==> config.mk <==
export PLATFORM = sky130hd
export DESIGN_NAME = dcmt_cell
export DESIGN_NICKNAME = d
export VERILOG_FILES = /design/src/hdl/dcmt_pkg.sv /design/src/hdl/dcmt_cell.sv
export SDC_FILE = /design/constraint.sdc
export NUM_CORES = 1
export LEC_CHECK = 0
export BUFFER_PORTS_ARGS = -buffer_cell sky130_fd_sc_hd__buf_2
export CAP_MARGIN = 10
export CORE_MARGIN = 2
export CORE_UTILIZATION = 38
export CTS_BUF_LIST = sky130_fd_sc_hd__clkbuf_16
export CTS_CLUSTER_SIZE = 40
export DETAILED_ROUTE_END_ITERATION = 8
export GPL_TIMING_DRIVEN = 0
export HOLD_SLACK_MARGIN = 0.1
export PLACE_DENSITY = 0.63
export SYNTH_ARGS = -nofsm -noshare
export SYNTH_HDL_FRONTEND = slang
export SYNTH_SLANG_ARGS = --single-unit
==> constraint.sdc <==
create_clock -name clk -period 3.96 [get_ports clk]
set_input_delay 0.396 -clock clk [delete_from_list [all_inputs] [get_ports clk]]
set_output_delay 0.396 -clock clk [all_outputs]
set_load 0.01 [all_outputs]
==> src/hdl/dcmt_pkg.sv <==
// Shared constants, codes and the search token type for the channel map table.
package dcmt_pkg;

  localparam int DEF_TABLE_DEPTH  = 32;
  localparam int DEF_CHANNEL_BITS = 8;

  localparam int MODE_W      = 2;
  localparam int CRATE_W     = 5;
  localparam int SLOT_W      = 5;
  localparam int LOGICAL_W   = 16;
  localparam int INDEX_OUT_W = 5;
  localparam int COUNT_OUT_W = 6;

  localparam logic [MODE_W-1:0] MODE_CLEAR = 2'd0;
  localparam logic [MODE_W-1:0] MODE_ADD   = 2'd1;
  localparam logic [MODE_W-1:0] MODE_FIND  = 2'd2;

  // Control part of a find item as it walks down the row of cells.
  typedef struct packed {
    logic                 valid;
    logic                 hit;
    logic [CRATE_W-1:0]   crate;
    logic [SLOT_W-1:0]    slot;
    logic [LOGICAL_W-1:0] logical;
  } token_t;

endpackage

==> src/hdl/dcmt_cell.sv <==
// One table entry together with the search stage that checks it.
module dcmt_cell #(
  parameter int CHANNEL_BITS = dcmt_pkg::DEF_CHANNEL_BITS,
  parameter int IDX_W        = 5,
  parameter int CELL_ID      = 0
) (
  input  logic                           clk,
  input  logic                           rst,
  input  logic                           wr_en,
  input  logic [dcmt_pkg::CRATE_W-1:0]   wr_crate,
  input  logic [dcmt_pkg::SLOT_W-1:0]    wr_slot,
  input  logic [CHANNEL_BITS-1:0]        wr_lo,
  input  logic [CHANNEL_BITS-1:0]        wr_hi,
  input  logic [dcmt_pkg::LOGICAL_W-1:0] wr_first,
  input  logic                           wr_rev,
  input  logic                           live,
  input  dcmt_pkg::token_t               tok_in,
  input  logic [CHANNEL_BITS-1:0]        chan_in,
  input  logic [IDX_W-1:0]               idx_in,
  output dcmt_pkg::token_t               tok_out,
  output logic [CHANNEL_BITS-1:0]        chan_out,
  output logic [IDX_W-1:0]               idx_out
);

  logic [dcmt_pkg::CRATE_W-1:0]   crate;
  logic [dcmt_pkg::SLOT_W-1:0]    slot;
  logic [CHANNEL_BITS-1:0]        lo;
  logic [CHANNEL_BITS-1:0]        hi;
  logic [dcmt_pkg::LOGICAL_W-1:0] first;
  logic                           rev;

  logic                           match;
  logic [CHANNEL_BITS-1:0]        offset;
  dcmt_pkg::token_t               tok_next;
  logic [IDX_W-1:0]               idx_next;

  always_ff @(posedge clk) begin
    if (wr_en) begin
      crate <= wr_crate;
      slot  <= wr_slot;
      lo    <= wr_lo;
      hi    <= wr_hi;
      first <= wr_first;
      rev   <= wr_rev;
    end
  end

  // An earlier cell that already matched wins, so only an unmatched token looks here.
  assign match = tok_in.valid && !tok_in.hit && live &&
                 (tok_in.crate == crate) && (tok_in.slot == slot) &&
                 (lo <= chan_in) && (chan_in <= hi);

  assign offset = rev ? (hi - chan_in) : (chan_in - lo);

  always_comb begin
    tok_next = tok_in;
    idx_next = idx_in;
    if (match) begin
      tok_next.hit     = 1'b1;
      tok_next.logical = first + dcmt_pkg::LOGICAL_W'(offset);
      idx_next         = IDX_W'(CELL_ID);
    end
  end

  always_ff @(posedge clk) begin
    if (rst) begin
      tok_out.valid <= 1'b0;
    end else begin
      tok_out <= tok_next;
    end
  end

  always_ff @(posedge clk) begin
    chan_out <= chan_in;
    idx_out  <= idx_next;
  end

endmodule

# Word level (Yosys, flattened, before mapping)
# Cells that the tools add are included.
dict set report op_classes {
  addsub 3
  order_cmp 2
  n_eq_ne 2
  mux 2
  n_reduce_logical 7
}
# operator count
set ops {}
lappend ops {{16-bit by 8-bit adder with 16-bit output} 1}
lappend ops {{8-bit less-or-equal comparator} 2}
lappend ops {{16-bit 2-to-1 mux} 1}
lappend ops {{8-bit subtractor} 2}
lappend ops {{5-bit equality test} 2}
lappend ops {{8-bit 2-to-1 mux} 1}
lappend ops {{1-bit logical AND} 6}
lappend ops {{1-bit zero test} 1}
dict set report word_totals {
  ff_bits 84
  inputBits 88
  output_inout_bits 41
  elab_cells 29
}

# Logic depth before layout (Yosys ltp)
dict set report logic_depth {
  word_depth 8
  mapped_depth 17
  depth_no_buf 17
}

# Least setup slack after synthesis
# No wires, ideal clock.
dict set report synth_path {
  path_kind {input-to-reg}
  startpoint {input port chan_in[0]}
  endpoint {register tok_out[14] (netlist bit), data pin}
  arrival_time_ns 3.125
  setup_slack_ns 0.573
  stages 16
  path_cell_list {inv_1 > ha_1 > inv_1 > fa_1 > nand3_1 > nand2_1 > a21o_1 > a21oi_1 > xor2_1 > mux2i_1 > ha_1 > nor3_1 > a311oi_1 > nand3_1 > xnor2_1 > mux2_1}
}
# element line_no
set synth_rtl {}
lappend synth_rtl {{start: declaration} dcmt_cell.sv:18} ;# input logic [CHANNEL_BITS-1:0] chan_in,
lappend synth_rtl {{end signal: assignment} dcmt_cell.sv:69} ;# tok_out <= tok_next;
lappend synth_rtl {{end: declaration} dcmt_cell.sv:20} ;# output dcmt_pkg::token_t tok_out,

==> results.toml <==
[outcome]
status = "completed"

[yosys]
synth_top_area_share = 0.530
synthCells = 287
syn_nets = 404
synthesis.area_um2 = 3970
yosysSeqAreaShare = 0.601
synthArstFlopShare = 0
ys.warnings.count = 0
ys_top_cells_by_area = "edfxtp_1 53%, ha_1 8.2%, dfxtp_1 7.1%"
synth_edf_count = 70
ys_ff_latch = 84
ys_types = 38
syn_avg_cell_area_um2 = 13.8
synth_top_cell_by_area = "edfxtp_1"
synth-main-ff-cell = "edfxtp_1"

[placement]
dp_hpwl_um = 6170
placed_cell_area_um2 = 4780
gp_congestion = 0.788
port_buffers = 128

[critical_path]
rr_endpoint = "tok_out[14]$_DFFE_PN_"
ff2ff_setup_slack_ns = 0.40
worst-path-buf-inv = 1
crit_path_start_kind = "flip-flop"
reg2reg_depth = 14
startpoint = "lo[1]$_DFFE_PP_"
cp_slowest_cell = "a311oi_2"
endpoint_kind = "flip-flop"
path_delay_family = "compound AO/OA/AOI/OAI gates"
timing.rr.start = "lo[1]$_DFFE_PP_"
crit_top_cell = "ha_1"
critPathMaxStageDelay_ns = 0.44
cp_data_required_time_ns = 4.05
worst-path-max-fanout = 5
crit_chain = "inv_1, ha_1, nor2b_1, o21ai_0, a21oi_1, o41ai_1, xor2_1, mux2i_1, ha_1, nor3_1, a311oi_2, nand3_1, xnor2_1, mux2_1"
endpoint = "tok_out[14]$_DFFE_PN_"
cp.depth = 14
crit_type = "reg -> reg"
arrival_ns = 3.65

[final_layout]
diodes = 0
drive_above_1_share = 0.385
final_nets = 543
postLayoutCellArea_um2 = 5090
final_common_cell = "buf_2"
layout_common_cells = "128 x buf_2, 70 x edfxtp_1, 26 x ha_1, 21 x xnor2_1, 19 x inv_1"
area_delta_synth_final_pct = 28.5

[detailed_routing]
via_per_inst = 4.55
routed-via-count = 2581
wl_um = 7810
drtAntennaViolNets = 0
firstDrtPassIters = 4
avgRoutedWirePerCell_um = 13.8
drt_first_iter_violations = 62
drc = 0

[cts]
clockBufferDepth = 2
numCtsBuffers = 9
cts_tree = "yes"
cts_setup_buffers = 0
htreeDepth = 3
cts_sinks = 84
root_buffer = "clkbuf_16"
clk_latency_ns = 0.34
clk_pin_slew_ns = 0.06

[sta]
setup_viol = 0
min_period_ns = 3.56
drv_slew = 0
rsz0062_at_grt = "false"
hold_viol_final = 0
fmaxAchievable_mhz = 281
relSlewSlack = 0.305
finClkSkew_ns = 0.00596
period_share = 0.899
worst_pin_slew_ns = 1.04

[pwr]
power_switching_share = 0.266
pwr-share-clk = 0.354
pwr-share-seq = 0.438
p_switching_mw = 0.638
pwr-share-comb = 0.207
vdd_drop_max_uv = 192
p_total_mw = 2.40
pwr_density_cell_nw_per_um2 = 472
power_leakage_nw = 2.20
p_int_mw = 1.76

[global_routing]
grt_overflow_total = 0
grt_pass1_vias = 2594
grt_usage = 0.145
grt_pass1_wl_um = 12400
grt_max_degree = 44
antenna_found_initial = 0

[job]
maxCapViolations = 0

[die]
dieArea_um2 = 11300
initial_core_util = 0.388
chipHeight_um = 106
ioPinCount = 129
die_width_um = 106
core_area_um2 = 10200
rows = 37

[worst_hold_path]
min_path_type = "in -> reg"
-- worst reg2reg max path: cells and delay by family (launching register included) --
family	cells	cell delay (ns)
DFF	1	0.36
xor gates and xnor gates	2	0.28
muxes	2	0.50
AOI/OAI and AO/OA	4	1.15
adders and majority gates	2	0.52
and+or+nand+nor	3	0.39
buffers and inverters	1	0.11
-- state kept, by name, indices dropped and copies added, names as in the netlist --
signal    cells
slot          5
hi            8
lo            8
first        16
idx_out       5
chan_out      8
tok_out      28
crate         5
rev           1
-- cells by family (layout without fill, tap and decap cells) --
| kind of cell | count (synthesis) | count (layout) | synth area share |
|---|---|---|---|
| mux | 21 | 21 | 0.0584 |
| compound gates | 38 | 38 | 0.0669 |
| simple gates | 57 | 57 | 0.0726 |
| flops | 84 | 84 | 0.601 |
| fa+ha+maj | 29 | 29 | 0.0972 |
| xor+xnor | 36 | 36 | 0.0795 |
| buf+inv | 22 | 166 | 0.0246 |
-- Yosys cell counts, types with 6 or more instances --
| master | number |
|---|---|
| ha_1 | 26 |
| dfxtp_1 | 14 |
| mux2_2 | 16 |
| o21ai_0 | 6 |
| xnor2_1 | 21 |
| xor2_1 | 15 |
| inv_1 | 19 |
| a21oi_1 | 15 |
| nand2_1 | 10 |
| edfxtp_1 | 70 |
| nor2b_1 | 9 |
| nor2_1 | 14 |
| nand3_1 | 6 |
-- power by group through the flow --
stage	Clock (mW)	Combinational, mW	Sequential (mW)
CTS	0.877	0.500	1.05
floorplan	0	0.316	1.09
finish	0.852	0.498	1.05
detailed placement	0	0.496	1.07
global route	0.916	0.564	1.06
global placement	0	0.482	1.07
-- worst min-delay path by stage --
stage               start             endpoint  slack [ns]  depth (start not counted)
2_1_floorplan  chan_in[0]  chan_out[0]$_DFF_P_        0.42                          0
3_3_place_gp   chan_in[2]  chan_out[2]$_DFF_P_        0.54                          1
3_5_place_dp   chan_in[2]  chan_out[2]$_DFF_P_        0.54                          1
4_1_cts        chan_in[2]  chan_out[2]$_DFF_P_        0.19                          1
5_1_grt        chan_in[5]  chan_out[5]$_DFF_P_        0.20                          1
6_report       chan_in[0]  chan_out[0]$_DFF_P_        0.20                          1
-- metal layers --
layer,part of all wire,GRT usage
met1,0.45,0.182
met5,0,0
met3,0.042,0.0258
met2,0.49,0.239
met4,0.022,0.0808
-- final cells by class --
class,instances,area [um2]
fillers,933,5140
plain buffers,3,26.3
clock buffers,11,275
repair buffers,128,641
well taps,136,170
flip-flops and latches,84,2380
multi-input cells,181,1490
clock inverters,5,37.5
inverters,19,71.3
-- per-stage QoR --
| stage | hold WS (ns) | utilization | worst slack, ns | std cells | TNS [ns] |
|---|---|---|---|---|---|
| 2_1_floorplan | 0.424 | - | 0.573 | 287 | 0 |
| 3_3_place_gp | 0.542 | 0.467 | 0.00430 | 551 | 0 |
| 3_5_place_dp | 0.543 | 0.467 | -0.123 | 551 | -0.240 |
| 4_1_cts | 0.192 | 0.497 | 0.110 | 567 | 0 |
| 5_1_grt | 0.195 | 0.498 | 0.0753 | 567 | 0 |
| 6_report | 0.202 | 0.498 | 0.399 | 567 | 0 |
-- timing repair --
| item | 4_1_cts | 5_1_grt |
|---|---|---|
| hold buffers | 0 | 0 |
| setup endpoints to repair | 0 | 3 |
| gates resized for setup | 0 | 1 |
(Power assumes the default switching activity.)
